[src/hdl/isodr_pkg.sv]
// isodr_pkg: types and constants shared by the directory record parser
// no dependencies; compiled first

package isodr_pkg;

	// record layout limits
	localparam logic [7:0] MIN_RECORD    = 8'd33;
	localparam logic [7:0] MAX_NAME      = 8'd222;
	localparam logic [7:0] BAD_FLAG_MASK = 8'hFC;
	localparam int unsigned DIR_FLAG_BIT = 1;

	// byte positions within a record
	localparam logic [7:0] POS_REC_LEN   = 8'd0;
	localparam logic [7:0] POS_EXT_ATTR  = 8'd1;
	localparam logic [7:0] POS_SECTOR_0  = 8'd2;
	localparam logic [7:0] POS_SECTOR_1  = 8'd3;
	localparam logic [7:0] POS_SECTOR_2  = 8'd4;
	localparam logic [7:0] POS_SECTOR_3  = 8'd5;
	localparam logic [7:0] POS_LENGTH_0  = 8'd10;
	localparam logic [7:0] POS_LENGTH_1  = 8'd11;
	localparam logic [7:0] POS_LENGTH_2  = 8'd12;
	localparam logic [7:0] POS_LENGTH_3  = 8'd13;
	localparam logic [7:0] POS_FLAGS     = 8'd25;
	localparam logic [7:0] POS_UNIT_SIZE = 8'd26;
	localparam logic [7:0] POS_GAP       = 8'd27;
	localparam logic [7:0] POS_VOL_SEQ_0 = 8'd28;
	localparam logic [7:0] POS_VOL_SEQ_1 = 8'd29;
	localparam logic [7:0] POS_NAME_LEN  = 8'd32;
	localparam logic [7:0] POS_NAME_0    = 8'd33;

	typedef enum logic [1:0] {
		ST_OK          = 2'd0,
		ST_MALFORMED   = 2'd1,
		ST_UNSUPPORTED = 2'd2
	} status_t;

	typedef enum logic [1:0] {
		NK_REGULAR = 2'd0,
		NK_DOT     = 2'd1,
		NK_DOTDOT  = 2'd2
	} name_kind_t;

	typedef struct packed {
		logic [7:0] data_byte;
		logic       end_of_buffer;
	} byte_item_t;

	typedef struct packed {
		status_t    status;
		logic [7:0] record_length;
		logic       is_directory;
		logic [31:0] extent_sector;
		logic [31:0] data_length;
		logic [7:0] name_length;
		name_kind_t name_kind;
	} result_t;

endpackage

[src/hdl/isodr_in_if.sv]
// isodr_in_if: valid/ready channel carrying one record byte per item
// no dependencies

interface isodr_in_if;
	logic       valid;
	logic       ready;
	logic [7:0] data_byte;
	logic       end_of_buffer;

	modport source (output valid, output data_byte, output end_of_buffer, input ready);
	modport sink   (input valid, input data_byte, input end_of_buffer, output ready);
endinterface

[src/hdl/isodr_out_if.sv]
// isodr_out_if: valid/ready channel carrying one parsed record result per item
// no dependencies

interface isodr_out_if;
	logic        valid;
	logic        ready;
	logic [1:0]  status;
	logic [7:0]  record_length;
	logic        is_directory;
	logic [31:0] extent_sector;
	logic [31:0] data_length;
	logic [7:0]  name_length;
	logic [1:0]  name_kind;

	modport source (output valid, output status, output record_length, output is_directory,
		output extent_sector, output data_length, output name_length, output name_kind,
		input ready);
	modport sink (input valid, input status, input record_length, input is_directory,
		input extent_sector, input data_length, input name_length, input name_kind,
		output ready);
endinterface

[src/hdl/isodr_in_reg.sv]
// isodr_in_reg: input register stage for record bytes
// depends on isodr_pkg and isodr_in_if

module isodr_in_reg
	import isodr_pkg::*;
(
	input  logic       clk,
	input  logic       arst_n,
	isodr_in_if.sink   bytes_in,
	input  logic       advance,
	output logic       valid_s1,
	output byte_item_t item_s1
);

	logic take;

	assign bytes_in.ready = !valid_s1 || advance;
	assign take = bytes_in.valid && bytes_in.ready;

	always_ff @(posedge clk or negedge arst_n) begin
		if (!arst_n) begin
			valid_s1 <= 1'b0;
		end else if (take) begin
			valid_s1 <= 1'b1;
		end else if (advance) begin
			valid_s1 <= 1'b0;
		end
	end

	always_ff @(posedge clk) begin
		if (take) begin
			item_s1 <= '{data_byte: bytes_in.data_byte, end_of_buffer: bytes_in.end_of_buffer};
		end
	end

endmodule

[src/hdl/isodr_parse.sv]
// isodr_parse: record state, field latches and result decision for one byte
// depends on isodr_pkg

module isodr_parse
	import isodr_pkg::*;
(
	input  logic       clk,
	input  logic       arst_n,
	input  logic       step,
	input  byte_item_t item,
	output logic       emit,
	output result_t    result
);

	logic [7:0]  byte_count_q, byte_count_n;
	logic [7:0]  rec_len_q, rec_len_n;
	logic [7:0]  flags_q, flags_n;
	logic        unsup_q, unsup_n;
	logic [7:0]  name_len_q, name_len_n;
	logic [31:0] sector_q, sector_n;
	logic [31:0] length_q, length_n;
	name_kind_t  dot_kind_q, dot_kind_n;
	logic        discarding_q, discarding_n;

	logic [7:0] b;
	logic       eob;
	logic       bad;
	logic       rec_end;
	logic       full;
	status_t    status;

	assign b   = item.data_byte;
	assign eob = item.end_of_buffer;

	always_comb begin
		byte_count_n = byte_count_q;
		rec_len_n    = rec_len_q;
		flags_n      = flags_q;
		unsup_n      = unsup_q;
		name_len_n   = name_len_q;
		sector_n     = sector_q;
		length_n     = length_q;
		dot_kind_n   = dot_kind_q;
		discarding_n = discarding_q;
		bad          = 1'b0;
		rec_end      = 1'b0;
		emit         = 1'b0;
		status       = ST_OK;

		if (discarding_q) begin
			if (eob) begin
				discarding_n = 1'b0;
				byte_count_n = '0;
			end
		end else begin
			unique case (byte_count_q)
				POS_REC_LEN: begin
					rec_len_n  = b;
					unsup_n    = 1'b0;
					dot_kind_n = NK_REGULAR;
					flags_n    = '0;
					name_len_n = '0;
					sector_n   = '0;
					length_n   = '0;
					bad        = (b < MIN_RECORD);
				end
				POS_EXT_ATTR, POS_UNIT_SIZE, POS_GAP, POS_VOL_SEQ_1: begin
					if (b != 8'd0) unsup_n = 1'b1;
				end
				POS_SECTOR_0: sector_n[7:0]   = b;
				POS_SECTOR_1: sector_n[15:8]  = b;
				POS_SECTOR_2: sector_n[23:16] = b;
				POS_SECTOR_3: sector_n[31:24] = b;
				POS_LENGTH_0: length_n[7:0]   = b;
				POS_LENGTH_1: length_n[15:8]  = b;
				POS_LENGTH_2: length_n[23:16] = b;
				POS_LENGTH_3: length_n[31:24] = b;
				POS_FLAGS: begin
					flags_n = b;
					if ((b & BAD_FLAG_MASK) != 8'd0) unsup_n = 1'b1;
				end
				POS_VOL_SEQ_0: begin
					if (b != 8'd1) unsup_n = 1'b1;
				end
				POS_NAME_LEN: begin
					name_len_n = b;
					bad = (b > MAX_NAME) ||
						({1'b0, rec_len_q} < ({1'b0, MIN_RECORD} + {1'b0, b}));
				end
				POS_NAME_0: begin
					if (name_len_q == 8'd1) dot_kind_n = (b != 8'd0) ? NK_DOTDOT : NK_DOT;
				end
				default: ;
			endcase

			rec_end = ({1'b0, byte_count_q} + 9'd1) == {1'b0, rec_len_n};

			priority if (bad) begin
				emit         = 1'b1;
				status       = ST_MALFORMED;
				byte_count_n = '0;
				discarding_n = !eob;
			end else if (rec_end) begin
				emit         = 1'b1;
				status       = unsup_n ? ST_UNSUPPORTED : ST_OK;
				byte_count_n = '0;
			end else if (eob) begin
				emit         = 1'b1;
				status       = ST_MALFORMED;
				byte_count_n = '0;
			end else begin
				byte_count_n = byte_count_q + 8'd1;
			end
		end
	end

	// only a clean record carries its fields; faults report the length alone
	assign full = (status == ST_OK);

	always_comb begin
		result.status        = status;
		result.record_length = rec_len_n;
		result.is_directory  = full ? flags_n[DIR_FLAG_BIT] : 1'b0;
		result.extent_sector = full ? sector_n : '0;
		result.data_length   = full ? length_n : '0;
		result.name_length   = full ? name_len_n : '0;
		result.name_kind     = full ? dot_kind_n : NK_REGULAR;
	end

	always_ff @(posedge clk or negedge arst_n) begin
		if (!arst_n) begin
			byte_count_q <= '0;
			rec_len_q    <= '0;
			flags_q      <= '0;
			unsup_q      <= 1'b0;
			name_len_q   <= '0;
			sector_q     <= '0;
			length_q     <= '0;
			dot_kind_q   <= NK_REGULAR;
			discarding_q <= 1'b0;
		end else if (step) begin
			byte_count_q <= byte_count_n;
			rec_len_q    <= rec_len_n;
			flags_q      <= flags_n;
			unsup_q      <= unsup_n;
			name_len_q   <= name_len_n;
			sector_q     <= sector_n;
			length_q     <= length_n;
			dot_kind_q   <= dot_kind_n;
			discarding_q <= discarding_n;
		end
	end

endmodule

[src/hdl/iso9660_dir_record_parser_unit.sv]
// iso9660_dir_record_parser_unit: top level of the directory record parser
// depends on isodr_pkg, isodr_in_if, isodr_out_if, isodr_in_reg, isodr_parse
//
//   channel    dir   payload                                      per item
//   bytes_in   sink  data_byte, end_of_buffer                     one record byte
//   result     src   status, record_length, is_directory,         one record result
//                    extent_sector, data_length, name_length,
//                    name_kind
//
// one byte per cycle while no waiting result stalls; each byte passes the input
// register before the result register loads the result of the record it ends
// reset clears the record position, the latched fields and both valid flags
// a waiting result stalls only a byte that would give a new result; bytes that give
// none keep flowing, and while a byte is held the input register keeps ready low

module iso9660_dir_record_parser_unit
	import isodr_pkg::*;
(
	input  logic        clk,
	input  logic        arst_n,
	isodr_in_if.sink    bytes_in,
	isodr_out_if.source result
);

	logic       valid_s1;
	byte_item_t item_s1;
	logic       advance;
	logic       stall;
	logic       emit;
	result_t    parsed;

	logic       res_valid_s2;
	result_t    res_s2;

	// input register stage
	isodr_in_reg u_in_reg (
		.clk      (clk),
		.arst_n   (arst_n),
		.bytes_in (bytes_in),
		.advance  (advance),
		.valid_s1 (valid_s1),
		.item_s1  (item_s1)
	);

	// record state and result decision
	isodr_parse u_parse (
		.clk    (clk),
		.arst_n (arst_n),
		.step   (advance),
		.item   (item_s1),
		.emit   (emit),
		.result (parsed)
	);

	// hold the byte in stage 1 only if it has a result and the full slot is not taken
	assign stall   = emit && res_valid_s2 && !result.ready;
	assign advance = valid_s1 && !stall;

	// result register
	always_ff @(posedge clk or negedge arst_n) begin
		if (!arst_n) begin
			res_valid_s2 <= 1'b0;
		end else if (advance && emit) begin
			res_valid_s2 <= 1'b1;
		end else if (result.ready) begin
			res_valid_s2 <= 1'b0;
		end
	end

	always_ff @(posedge clk) begin
		if (advance && emit) begin
			res_s2 <= parsed;
		end
	end

	assign result.valid         = res_valid_s2;
	assign result.status        = res_s2.status;
	assign result.record_length = res_s2.record_length;
	assign result.is_directory  = res_s2.is_directory;
	assign result.extent_sector = res_s2.extent_sector;
	assign result.data_length   = res_s2.data_length;
	assign result.name_length   = res_s2.name_length;
	assign result.name_kind     = res_s2.name_kind;

endmodule

[src/flat_wrapper.sv]
// flat-port wrapper written by rule: the top's interface ports become plain ports
module iso9660_dir_record_parser_unit_flat import isodr_pkg::*;
  (clk, arst_n, bytes_in_valid, bytes_in_data_byte, bytes_in_end_of_buffer, bytes_in_ready, result_valid, result_status, result_record_length, result_is_directory, result_extent_sector, result_data_length, result_name_length, result_name_kind, result_ready);
  isodr_in_if bytes_in_i ();
  isodr_out_if result_i ();
  input  logic clk;
  input  logic arst_n;
  input wire logic [$bits(bytes_in_i.valid)-1:0] bytes_in_valid;
  input wire logic [$bits(bytes_in_i.data_byte)-1:0] bytes_in_data_byte;
  input wire logic [$bits(bytes_in_i.end_of_buffer)-1:0] bytes_in_end_of_buffer;
  output wire logic [$bits(bytes_in_i.ready)-1:0] bytes_in_ready;
  output wire logic [$bits(result_i.valid)-1:0] result_valid;
  output wire logic [$bits(result_i.status)-1:0] result_status;
  output wire logic [$bits(result_i.record_length)-1:0] result_record_length;
  output wire logic [$bits(result_i.is_directory)-1:0] result_is_directory;
  output wire logic [$bits(result_i.extent_sector)-1:0] result_extent_sector;
  output wire logic [$bits(result_i.data_length)-1:0] result_data_length;
  output wire logic [$bits(result_i.name_length)-1:0] result_name_length;
  output wire logic [$bits(result_i.name_kind)-1:0] result_name_kind;
  input wire logic [$bits(result_i.ready)-1:0] result_ready;
  assign bytes_in_i.valid = bytes_in_valid;
  assign bytes_in_i.data_byte = bytes_in_data_byte;
  assign bytes_in_i.end_of_buffer = bytes_in_end_of_buffer;
  assign bytes_in_ready = bytes_in_i.ready;
  assign result_valid = result_i.valid;
  assign result_status = result_i.status;
  assign result_record_length = result_i.record_length;
  assign result_is_directory = result_i.is_directory;
  assign result_extent_sector = result_i.extent_sector;
  assign result_data_length = result_i.data_length;
  assign result_name_length = result_i.name_length;
  assign result_name_kind = result_i.name_kind;
  assign result_i.ready = result_ready;
  iso9660_dir_record_parser_unit u_core (.clk(clk), .arst_n(arst_n), .bytes_in(bytes_in_i), .result(result_i));
endmodule
[config.mk]
export PLATFORM = sky130hd
export DESIGN_NAME = iso9660_dir_record_parser_unit_flat
export DESIGN_NICKNAME = d
export VERILOG_FILES = /design/src/hdl/isodr_pkg.sv /design/src/hdl/isodr_in_if.sv /design/src/hdl/isodr_out_if.sv /design/src/hdl/isodr_in_reg.sv /design/src/hdl/isodr_parse.sv /design/src/hdl/iso9660_dir_record_parser_unit.sv /design/src/flat_wrapper.sv
export SDC_FILE = /design/constraint.sdc
export NUM_CORES = 1
export LEC_CHECK = 0
export ABC_AREA = 1
export BUFFER_PORTS_ARGS = -buffer_cell sky130_fd_sc_hd__buf_2
export CAP_MARGIN = 20
export CORE_MARGIN = 5
export CORE_UTILIZATION = 63
export CTS_CLUSTER_SIZE = 20
export DETAILED_ROUTE_END_ITERATION = 10
export PLACE_DENSITY = 0.95
export SYNTH_ARGS = -nofsm -noshare
export SYNTH_HDL_FRONTEND = slang
export SYNTH_HIERARCHICAL = 1
export SYNTH_SLANG_ARGS = --single-unit
[constraint.sdc]
create_clock -name clk -period 6.5 [get_ports clk]
set_input_delay 1.3 -clock clk [delete_from_list [all_inputs] [get_ports clk]]
set_output_delay 1.3 -clock clk [all_outputs]
set_load 0.05 [all_outputs]
# Yosys cells after proc, flatten, opt, wreduce, memory -nomap -nowiden

Index checks and enable logic that the tools add are counted.

Add/sub/neg operators: 3
Bitwise logic cells: 1
Multiplexer cells: 49
Equality and inequality tests: 20
Reductions and logical operators: 22
Magnitude comparators: 3

Operator list:

| cell                                                                 | number |
|---|---|
| 8-bit case mux with 2 select lines                                   | 9 |
| 8-bit two-way mux                                                    | 9 |
| 32-bit two-way mux                                                   | 2 |
| 8-bit by 5-bit == test with 1-bit output, second input constant      | 5 |
| 8-bit by 4-bit == test with 1-bit output, second input constant      | 4 |
| 1-bit two-way mux                                                    | 17 |
| 8-bit by 1-bit == test with 1-bit output, second input constant      | 2 |
| 8-bit by 2-bit == test with 1-bit output, second input constant      | 2 |
| 8-bit by 3-bit == test with 1-bit output, second input constant      | 2 |
| 8-bit by 6-bit == test with 1-bit output, second input constant      | 2 |
| 2-bit two-way mux                                                    | 8 |
| 8-bit nonzero test                                                   | 2 |
| 6-bit by 8-bit adder with 9-bit output, first input constant         | 1 |
| 8-bit by 1-bit adder with 9-bit output, second input constant        | 1 |
| 9-bit by 8-bit == test with 1-bit output                             | 1 |
| 8-bit by 9-bit < comparator with 1-bit output                        | 1 |
| 8-bit by 1-bit adder with 8-bit output, second input constant        | 1 |
| 8-bit greater-than comparator, second input constant                 | 1 |
| 8-bit logical NOT                                                    | 1 |
| 8-bit by 6-bit < comparator with 1-bit output, second input constant | 1 |
| 8-bit by 1-bit != test with 1-bit output, second input constant      | 1 |
| 2-bit case mux with 2 select lines                                   | 2 |
| 2-bit nonzero test                                                   | 3 |
| 1-bit logical AND                                                    | 5 |
| other kinds (10)                                                     | 15 |

Word-level logic and storage cells: 119
Flip-flop bits (word level): 190
Bits of input ports: 13
Output and inout port bits: 87

# Logic depth before layout (Yosys ltp)

Gate-level depths: netlist of the first run.

Depth in word-level cells: 14
Mapped depth: 31
Depth with buffers taken out: 28

# By module

Netlist of the first run, hierarchy kept.

Modules (own cells, without submodules):

| module                         | cells each | sequential area each (µm²) | instances | area each (µm²) |
|---|---|---|---|---|
| isodr_parse                    | 923        | 2327.2                     | 1         | 6212.2 |
| iso9660_dir_record_parser_unit | 96         | 2577.5                     | 1         | 2617.5 |
| isodr_in_reg                   | 15         | 295.3                      | 1         | 315.3 |

# Worst setup path after synthesis of the first run

OpenSTA, ideal clock, no wires.

Path kind: reg2reg
Start: register, netlist name u_core/u_in_reg/item_s1[1]
End: register u_core.res_s2, in the netlist u_core/result.data_length[0], enable pin
Data required time: 6061 ps
Path buffers: 1
Setup time: 439 ps
Period minus slack after synthesis: 4373 ps
Setup slack: 2127 ps
Stages on the path, launching flop included: 18
Arrival: 3934 ps
Cell sequence: edfxtp_1 ha_1 nand2_1 o21ai_0 xor2_1 ha_1 a21oi_1 nand2_1 nand2_1 nand2_1 nand2_1 nand2_1 nand2_1 inv_1 buf_2 a31oi_1 nand3_1 inv_1

Longest elaborated chain between the ends: 12
Elaborated cells between the ends (all ways): 18
Classes of those cells: add/sub: 1; order compare: 3; eq/ne: 1; mux: 7; reduce/logical: 6

RTL lines:

| what                                          | RTL line                             | source |
|---|---|---|
| 6-bit by 8-bit adder with 9-bit output        | isodr_parse.sv:88                    | `({1'b0, rec_len_q} < ({1'b0, MIN_RECORD} + {1'b0, b}));` |
| 8-bit by 9-bit < comparator with 1-bit output | isodr_parse.sv:88                    |  |
| 1-bit logical OR                              | isodr_parse.sv:87                    | `bad = (b > MAX_NAME) \|\|` |
| 1-bit case mux with 2 select lines            | isodr_parse.sv:56                    | `unique case (byte_count_q)` |
| 1-bit two-way mux                             | isodr_parse.sv:50                    | `if (discarding_q) begin` |
| 1-bit two-way mux *                           | isodr_parse.sv:98                    | `priority if (bad) begin` |
| 1-bit two-way mux *                           | isodr_parse.sv:50                    |  |
| net u_core.emit                               | iso9660_dir_record_parser_unit.sv:29 | `logic emit;` |
| 1-bit logical AND (2 in series)               | iso9660_dir_record_parser_unit.sv:56 | `assign stall = emit && res_valid_s2 && !result.ready;` |
| 1-bit logical NOT                             | iso9660_dir_record_parser_unit.sv:57 | `assign advance = valid_s1 && !stall;` |
| 1-bit logical AND                             | iso9660_dir_record_parser_unit.sv:57 |  |
| 1-bit logical AND *                           | iso9660_dir_record_parser_unit.sv:71 | `if (advance && emit) begin` |
| end signal, assigned                          | iso9660_dir_record_parser_unit.sv:72 | `res_s2 <= parsed;` |
| end, declared                                 | iso9660_dir_record_parser_unit.sv:33 | `result_t res_s2;` |

Mark *: on every way through the listed nets, which the timed path passes. The rest lies on a longest branch. The select of a mux whose other input is x is not followed.
A chain may end at the register's enable or synchronous reset.

# Worst setup path after layout of the first run

Start: register, netlist name u_core/u_in_reg/item_s1[1]
End: output bytes_in_ready

Longest elaborated chain between the ends: 12
Elaborated cells between the ends (all ways): 18
Classes of those cells: add/sub: 1; order compare: 3; eq/ne: 1; mux: 7; reduce/logical: 6

RTL lines:

| what                                          | RTL line                             | source |
|---|---|---|
| 6-bit by 8-bit adder with 9-bit output        | isodr_parse.sv:88                    |  |
| 8-bit by 9-bit < comparator with 1-bit output | isodr_parse.sv:88                    |  |
| 1-bit logical OR                              | isodr_parse.sv:87                    |  |
| 1-bit case mux with 2 select lines            | isodr_parse.sv:56                    |  |
| 1-bit two-way mux                             | isodr_parse.sv:50                    |  |
| 1-bit two-way mux *                           | isodr_parse.sv:98                    |  |
| 1-bit two-way mux *                           | isodr_parse.sv:50                    |  |
| net u_core.emit                               | iso9660_dir_record_parser_unit.sv:29 |  |
| 1-bit logical AND * (2 in series)             | iso9660_dir_record_parser_unit.sv:56 |  |
| 1-bit logical NOT *                           | iso9660_dir_record_parser_unit.sv:57 |  |
| 1-bit logical AND *                           | iso9660_dir_record_parser_unit.sv:57 |  |
| net u_core.advance                            | iso9660_dir_record_parser_unit.sv:27 | `logic advance;` |
| 1-bit logical OR *                            | isodr_in_reg.sv:17                   | `assign bytes_in.ready = !valid_s1 \|\| advance;` |
| end, declared                                 | flat_wrapper.sv:11                   | `output wire logic [$bits(bytes_in_i.ready)-1:0] bytes_in_ready;` |

Marks and branches as above.

==> results of run 1 <==
stage by stage:
step	setup WS, ns	power [mW]	hold slack, ns	cells
3_5_place_dp	2.15	3.22	0.493	1285
3_3_place_gp	2.24	3.17	0.474	1285
4_1_cts	1.65	4.28	0.507	1317
6_report	1.62	4.29	0.535	1317
5_1_grt	1.28	4.50	0.552	1317
2_1_floorplan	2.13	2.85	0.453	1034
cell type report:
type / instances / share of cell area (%)
flip-flops and latches: 189 / 50.6
multi-input cells: 591 / 28.2
inverters: 217 / 7.96
repair buffers: 104 / 5.21
clock buffers: 18 / 4.17
well taps: 184 / 2.24
clock inverters: 14 / 1.63
per-layer routing:
metal  track usage [%]  vias to the layer above  routed length [um]
met3              5.45                       99                2210
met1              34.8                     3549                8370
met2              43.5                      493               10900
li1                  -                     3492                   -
met5                 0                        -                   0
met4              14.5                        0                1030
placed cells by master (no fill, tap or decap), types with 5 or more instances in the layout:
master and instances:
nor3_1 6, buf_4 6, clkbuf_16 17, inv_1 208
nand3_1 20, clkinv_2 5, clkinv_1 5, dfrtp_1 95
nor2_2 13, o21ai_0 106, o22ai_1 72, nand4_1 13
nor2_1 102, xor2_1 6, o21ai_1 6, edfxtp_1 94
nand2_1 205, a21oi_1 12, ha_1 15, buf_2 98
registers in the layout, summed over array words and instances, names as in the netlist, 2 cells and up:
signal / flops
u_core/u_parse/name_len_q: 8
u_core/result.name_kind: 2
u_core/u_in_reg/item_s1: 9
u_core/result.data_length: 32
u_core/u_parse/rec_len_q: 8
u_core/u_parse/byte_count_q: 8
u_core/u_parse/length_q: 32
u_core/u_parse/sector_q: 32
u_core/result.name_length: 8
u_core/result.extent_sector: 32
u_core/u_parse/dot_kind_q: 2
u_core/result.record_length: 8
u_core/result.status: 2
Yosys cell counts (8+ instances only):
| master | count |
|---|---|
| clkbuf_1 | 17 |
| o22ai_1 | 72 |
| edfxtp_1 | 94 |
| o21ai_0 | 106 |
| ha_1 | 15 |
| nor2_1 | 103 |
| inv_1 | 209 |
| nand4_1 | 13 |
| a21oi_1 | 12 |
| nor2_2 | 13 |
| nand3_1 | 20 |
| dfrtp_1 | 95 |
| buf_1 | 8 |
| nand2_1 | 205 |
worst paths after layout:
kind,from,end,slack (ns),cells after the start
max in group asynchronous,arst_n,u_core/u_parse/length_q[10],4.55,2
max,u_core/u_in_reg/item_s1[1],bytes_in_ready,1.62,20
max reg2reg,u_core/u_in_reg/item_s1[1],u_core/u_parse/byte_count_q[7],2.07,24
min,u_core/u_parse/flags_q[1],u_core/u_parse/flags_q[1],0.53,2
min reg2reg,u_core/u_parse/flags_q[1],u_core/u_parse/flags_q[1],0.53,2
min in group asynchronous,arst_n,u_core/u_parse/sector_q[4],0.87,1
worst max-delay path, cell delays in order, from the launching register on:
cell      delay (ns)
edfxtp_1        0.49
ha_1            0.27
nand2_1         0.13
o21ai_0         0.11
xor2_1          0.16
ha_1            0.30
a21oi_1         0.15
nand2_1         0.07
nand2_1         0.07
nand2_1         0.05
nand2_1         0.06
nand2_1         0.05
nand2_1         0.09
inv_1           0.17
a31oi_1         0.33
nand2_1         0.08
nor2_1          0.18
nor2_4          0.04
inv_1           0.06
nand2_1         0.06
buf_2           0.21
where the power goes:
part	switching (mW)	leakage, nW	total (mW)	internal [mW]
clock network	0.444	0.294	1.05	0.606
logic	1.28	1.94	1.64	0.363
registers	0.104	2.21	1.60	1.50
logic make-up after synthesis:
| logic type | after synthesis | synth area share (%) |
|---|---|---|
| AO/OA/AOI/OAI | 201 | 12.1 |
| XOR/XNOR | 8 | 0.766 |
| adder cells (fa/ha/maj) | 15 | 2.05 |
| buffers and inverters | 254 | 11.5 |
| flip-flops | 189 | 56.9 |
| AND/OR/NAND/NOR | 367 | 16.7 |
==> qor.yml, run 1 <==
clock_network:
  cts.repair.resized: 0
  cts-root-buf: "clkbuf_16"
  cts_sinks: 189
  clk_pin_slew_ns: 0.06
  cts_setup_buffers: 0
  htree_levels: 4
  numCtsBuffers: 17
  clock_path_buffers: 2
  cts_tree: "done"
  clk_latency_ns: 0.44
  postCtsHoldBufs: 0
setup_path:
  critPathMaxFanout: 11
  path_class: "reg2out"
  critical_path_arrival_ns: 3.58
  startpoint_type: "register"
  critPathRequiredTime_ns: 5.20
  cp-end-kind: "output pin"
synthesis:
  ys_seq_area_share_pct: 56.9
  synth.distinct_cells: 36
  yosysWarnings: 6
  synth-seq-cells: 189
  synth_fp_nets: 1062
  ys.flop_type: "dfrtp_1"
  synth_edf_count: 94
  yosysTopAreaCellShare_pct: 30.9
  synth.largest_area_cell: "edfxtp_1"
  synth_area_leaders: "edfxtp_1, dfrtp_1, inv_1, nand2_1, o21ai_0"
  avgSynthCellArea_um2: 8.84
  synth-async-reset-ratio_pct: 50.3
  syn_inst: 1034
  syn-cell-area_mm2: 0.00915
drt:
  vias: 7633
  wire_per_inst_um: 17.1
  drt_pass1_iterations: 7
  vias_per_cell: 5.80
  ant_nets: 0
  drc_errors: 0
  drtIter0Drc: 1318
  drt-total-wl_um: 22500
finish:
  layout.nets: 1148
  fin_area_mm2: 0.0103
  fin_util_pct: 71.5
  seqCellArea_mm2: 0.00520
  syn_to_final_growth_pct: 12.4
  fill_cells: 975
  layout-drive-gt1-share_pct: 14.0
  multiInputGateArea_mm2: 0.00290
  diodes: 0
place:
  gp_congestion: 0.955
  dp_hpwl_um: 14600
  dpl-instance-area_mm2: 0.00968
  port_buffers: 99
pwr:
  p_leak_nw: 4.44
  power_density_mw_per_mm2: 417
  ir_drop_mv: 0.298
timing:
  finalSetupViolCount: 0
  finalCritPeriodShare_pct: 75.0
  hold_violations: 0
  fmax_mhz: 205
  rsz0062_at_grt: "false"
  relSlewSlack_pct: 39.1
  fin_crit_ns: 4.88
  drv_slew: 0
  worst_slew_pin_slew_ns: 0.913
  final.setup_skew_ns: 0.00902
  setup_tns_ns: 0
die:
  start_util_pct: 63.6
  ioPinCount: 100
  coreArea_mm2: 0.0144
  num_rows: 44
  die-width_um: 130
  die_h_um: 130
  dieArea_mm2: 0.0170
grt:
  grt_pass1_wl_um: 35300
  grt_overflow: 0
  grt_pass1_vias: 7039
  grt_use_total_pct: 27.1
  grt_start_max_net_pins: 109
  antenna_found_initial: 0
flow_run:
  maxCapViolCount: 0
outcome:
  status: "complete, no violations"
hold_path:
  hp-class: "reg2reg"
Power figures use the tool's default switching activity.
==> inputs of run 2 (changes only) <==
--- a/config.mk
+++ b/config.mk
@@ -5,14 +5,14 @@
 export SDC_FILE = /design/constraint.sdc
 export NUM_CORES = 1
 export LEC_CHECK = 0
-export ABC_AREA = 1
+export ABC_AREA = 0
 export BUFFER_PORTS_ARGS = -buffer_cell sky130_fd_sc_hd__buf_2
 export CAP_MARGIN = 20
 export CORE_MARGIN = 5
-export CORE_UTILIZATION = 63
+export CORE_UTILIZATION = 53
 export CTS_CLUSTER_SIZE = 20
 export DETAILED_ROUTE_END_ITERATION = 10
-export PLACE_DENSITY = 0.95
+export PLACE_DENSITY = 0.86
 export SYNTH_ARGS = -nofsm -noshare
 export SYNTH_HDL_FRONTEND = slang
 export SYNTH_HIERARCHICAL = 1
==> constraint.sdc (replaced) <==
create_clock -name clk -period 4.3 [get_ports clk]
set_input_delay 0.86 -clock clk [delete_from_list [all_inputs] [get_ports clk]]
set_output_delay 0.86 -clock clk [all_outputs]
set_load 0.05 [all_outputs]
==> qor.yml, run 2 <==
synthesis:
  yosysMostFrequentCell: "dfrtp_1"  # was inv_1
  synth_xor_area_share_pct: 1.02  # was 0.766%
  yosysTopAreaCellShare_pct: 30.0  # was 30.9%
  synthMuxAreaShare_pct: 0.838  # was 0%
  avgSynthCellArea_um2: 11.2  # was 8.84 um^2
  synth_top_family_by_area: "compound AO/OA/AOI/OAI gates"  # was simple AND/OR/NAND/NOR gates
  yosysWarnings: 6  # unchanged
  syn_inst: 843  # was 1034
  synth_area_leaders: "edfxtp_1, dfrtp_1, a22o_1, a21oi_2, a21oi_1"  # was edfxtp_1, dfrtp_1, inv_1, nand2_1, o21ai_0
  synth_edf_count: 94  # unchanged
  synth-compound-area-share_pct: 23.7  # was 12.1%
  synth_fp_nets: 871  # was 1062
  syn-cell-area_mm2: 0.00941  # was 0.00915 mm^2
  ys_seq_area_share_pct: 55.3  # was 56.9%
  ys.flop_type: "dfrtp_1"  # unchanged
  synthAdderAreaFrac_pct: 2.00  # was 2.05%
  synth-seq-cells: 189  # unchanged
  synth.distinct_cells: 66  # was 36
  synth-async-reset-ratio_pct: 50.3  # unchanged
  yosys.area_share.simple_pct: 12.6  # was 16.7%
  synth.largest_area_cell: "edfxtp_1"  # unchanged
  synth_common_cells: "dfrtp_1, edfxtp_1, a21oi_1"  # was inv_1, nand2_1, o21ai_0
grt:
  grt_pass1_wl_um: 38700  # was 35300 um
  use_met2_pct: 38.5  # was 43.5%
  grt_pass1_vias: 7307  # was 7039
  met3_usage_pct: 4.52  # was 5.45%
  antenna_found_initial: 0  # unchanged
  grt_overflow: 0  # unchanged
  grt_start_max_net_pins: 78  # was 109
  use_met1_pct: 32.2  # was 34.8%
  busiest_layer: "met2"  # unchanged
  grt_use_total_pct: 24.0  # was 27.1%
die:
  start_util_pct: 54.2  # was 63.6%
  num_rows: 48  # was 44
  die_h_um: 143  # was 130 um
  dieArea_mm2: 0.0205  # was 0.0170 mm^2
  die-width_um: 143  # was 130 um
  ioPinCount: 100  # unchanged
  coreArea_mm2: 0.0174  # was 0.0144 mm^2
timing:
  setup_slack_ns: 0.0483  # was 1.62 ns
  fin_crit_ns: 4.25
  hold_violations: 0  # unchanged
  final.setup_skew_ns: 0.00718  # was 0.00902 ns
  setup_tns_ns: 0  # unchanged
  finalCritPeriodShare_pct: 98.9
  relSlewSlack_pct: 24.7  # was 39.1%
  fmax_mhz: 235
  finalSetupViolCount: 0  # unchanged
  drv_slew: 0  # unchanged
  rsz0062_at_grt: "true"  # was false
  worst_slew_pin_slew_ns: 1.12  # was 0.913 ns
drt:
  drc_errors: 0  # unchanged
  wire_per_inst_um: 20.6  # was 17.1 um
  vias: 7432  # was 7633
  drt-total-wl_um: 24100  # was 22500 um
  vias_per_cell: 6.34  # was 5.80
  drt_pass1_iterations: 5  # was 7
  drtIter0Drc: 974  # was 1318
  ant_nets: 0  # unchanged
clock_network:
  numCtsBuffers: 17  # unchanged
  cts_tree: "done"  # unchanged
  clk_latency_ns: 0.44  # about the same
  clk_pin_slew_ns: 0.07  # was 0.06 ns
  clock_path_buffers: 2  # unchanged
  cts_sinks: 189  # unchanged
  htree_levels: 4  # unchanged
  cts-root-buf: "clkbuf_16"  # unchanged
setup_path:
  path_class: "reg2out"  # unchanged
  max_stage_delay_ns: 0.51  # was 0.49 ns
  crit_family: "simple AND/OR/NAND/NOR gates"  # unchanged
  critical_path.slowest_cell: "or3b_1"  # was edfxtp_1
  startpoint_type: "register"  # unchanged
  critPathMaxFanout: 10  # was 11
  cp-end-kind: "output pin"  # unchanged
  cp_num_buf_inv: 2  # was 3
  critPathRequiredTime_ns: 3.44  # was 5.20 ns
  critical_path_arrival_ns: 3.39  # was 3.58 ns
  path_cells: "inv_1, ha_2, or3b_1, o21ai_1, o221ai_1, and4bb_1, nand4_2, a21oi_4, a21boi_2, nand2b_4, clkbuf_4"  # was ha_1, nand2_1, o21ai_0, xor2_1, ha_1, a21oi_1, nand2_1, nand2_1, nand2_1, nand2_1, nand2_1, nand2_1, inv_1, a31oi_1, nand2_1, nor2_1, nor2_4, inv_1, nand2_1, buf_2
place:
  place_ws_ns: 0.224  # was 2.15 ns
  port_buffers: 99  # unchanged
  dp_hpwl_um: 15800  # was 14600 um
  gp_congestion: 0.948  # was 0.955
finish:
  layout.nets: 963  # was 1148
  diodes: 0  # unchanged
  final_cell_mix: "buf_2, edfxtp_1, dfrtp_1"  # was inv_1, nand2_1, o21ai_0
  syn_to_final_growth_pct: 15.6  # was 12.4%
  layout-drive-gt1-share_pct: 26.5  # was 14.0%
  mostFrequentLayoutCell: "buf_2"  # was inv_1
pwr:
  p_leak_nw: 4.51  # was 4.44 nW
  ir_drop_mv: 0.379  # was 0.298 mV
  power_density_mw_per_mm2: 614  # was 417 mW/mm^2
flow_run:
  maxCapViolCount: 0  # unchanged
hold_path:
  hp-class: "in2async"  # was reg2reg
outcome:
  status: "complete, no violations"  # unchanged
[run 2: power breakdown]
part / total (mW) / internal, mW / switching, mW
sequential: 2.45 / 2.26 / 0.189
clock: 1.60 / 0.918 / 0.683
combinational: 2.62 / 0.717 / 1.91
total: 6.68 / 3.90 / 2.78
[run 2: metrics by stage]
| step | util (%) | cell area (um^2) | hold WS, ns | power [mW] | instances |
|---|---|---|---|---|---|
| final | 62.7 | 10900 | 0.224 | 6.68 | 1173 |
| after global routing | 62.7 | 10900 | 0.220 | 6.99 | 1173 |
| after CTS | 62.4 | 10800 | 0.498 | 6.65 | 1172 |
| after detailed placement | 58.7 | 10200 | 0.475 | 5.02 | 1137 |
| after global placement | 58.7 | 10200 | 0.474 | 4.98 | 1137 |
| after floorplan | - | 9450 | 0.458 | 4.33 | 843 |
[run 2: per-layer routing]
| layer | share of wire [%] | vias up |
|---|---|---|
| met5 | 0 | - |
| met4 | 2.7 | 0 |
| met3 | 8.1 | 63 |
| met2 | 48 | 380 |
| met1 | 41 | 3604 |
| li1 | - | 3385 |
[run 2: cell families (layout without fill, tap and decap cells)]
group	Yosys count	after routing
AOI/OAI and AO/OA	311	311
and+or+nand+nor	222	222
DFF	189	189
buffers and inverters	88	193
adders and majority gates	15	15
xor gates and xnor gates	11	11
muxes	7	7
[run 2: layout make-up]
cell class / instances / area, um^2
fill: 1376 / 6480
sequential: 189 / 5200
multi-input combinational: 566 / 3850
timing repair buffer: 140 / 861
clock buffer: 19 / 433
tap: 225 / 282
clock inverter: 13 / 164
inverter: 21 / 78.8
[run 2: worst paths after layout]
check,startpoint,end,slack (ns),cells after the start
min in group clk,u_core/u_parse/length_q[13],u_core/u_parse/length_q[13],0.50,1
worst min-delay path,arst_n,u_core/u_parse/name_len_q[3],0.22,1
worst max register to register,u_core/u_in_reg/item_s1[2],u_core/u_parse/sector_q[26],0.24,18
worst max-delay path,u_core/u_parse/byte_count_q[0],bytes_in_ready,0.05,11
worst min register to register,u_core/u_parse/length_q[13],u_core/u_parse/length_q[13],0.50,1
max in group asynchronous,arst_n,u_core/u_parse/length_q[3],3.20,3
[run 2: what timing repair did]
action                     in CTS  in global routing
pin swaps                       1                  0
setup endpoints to repair       1                  9
hold endpoints to repair        0                  0
hold buffers                    0                  0
buffers inserted                3                  0
gates resized for setup         7                  6
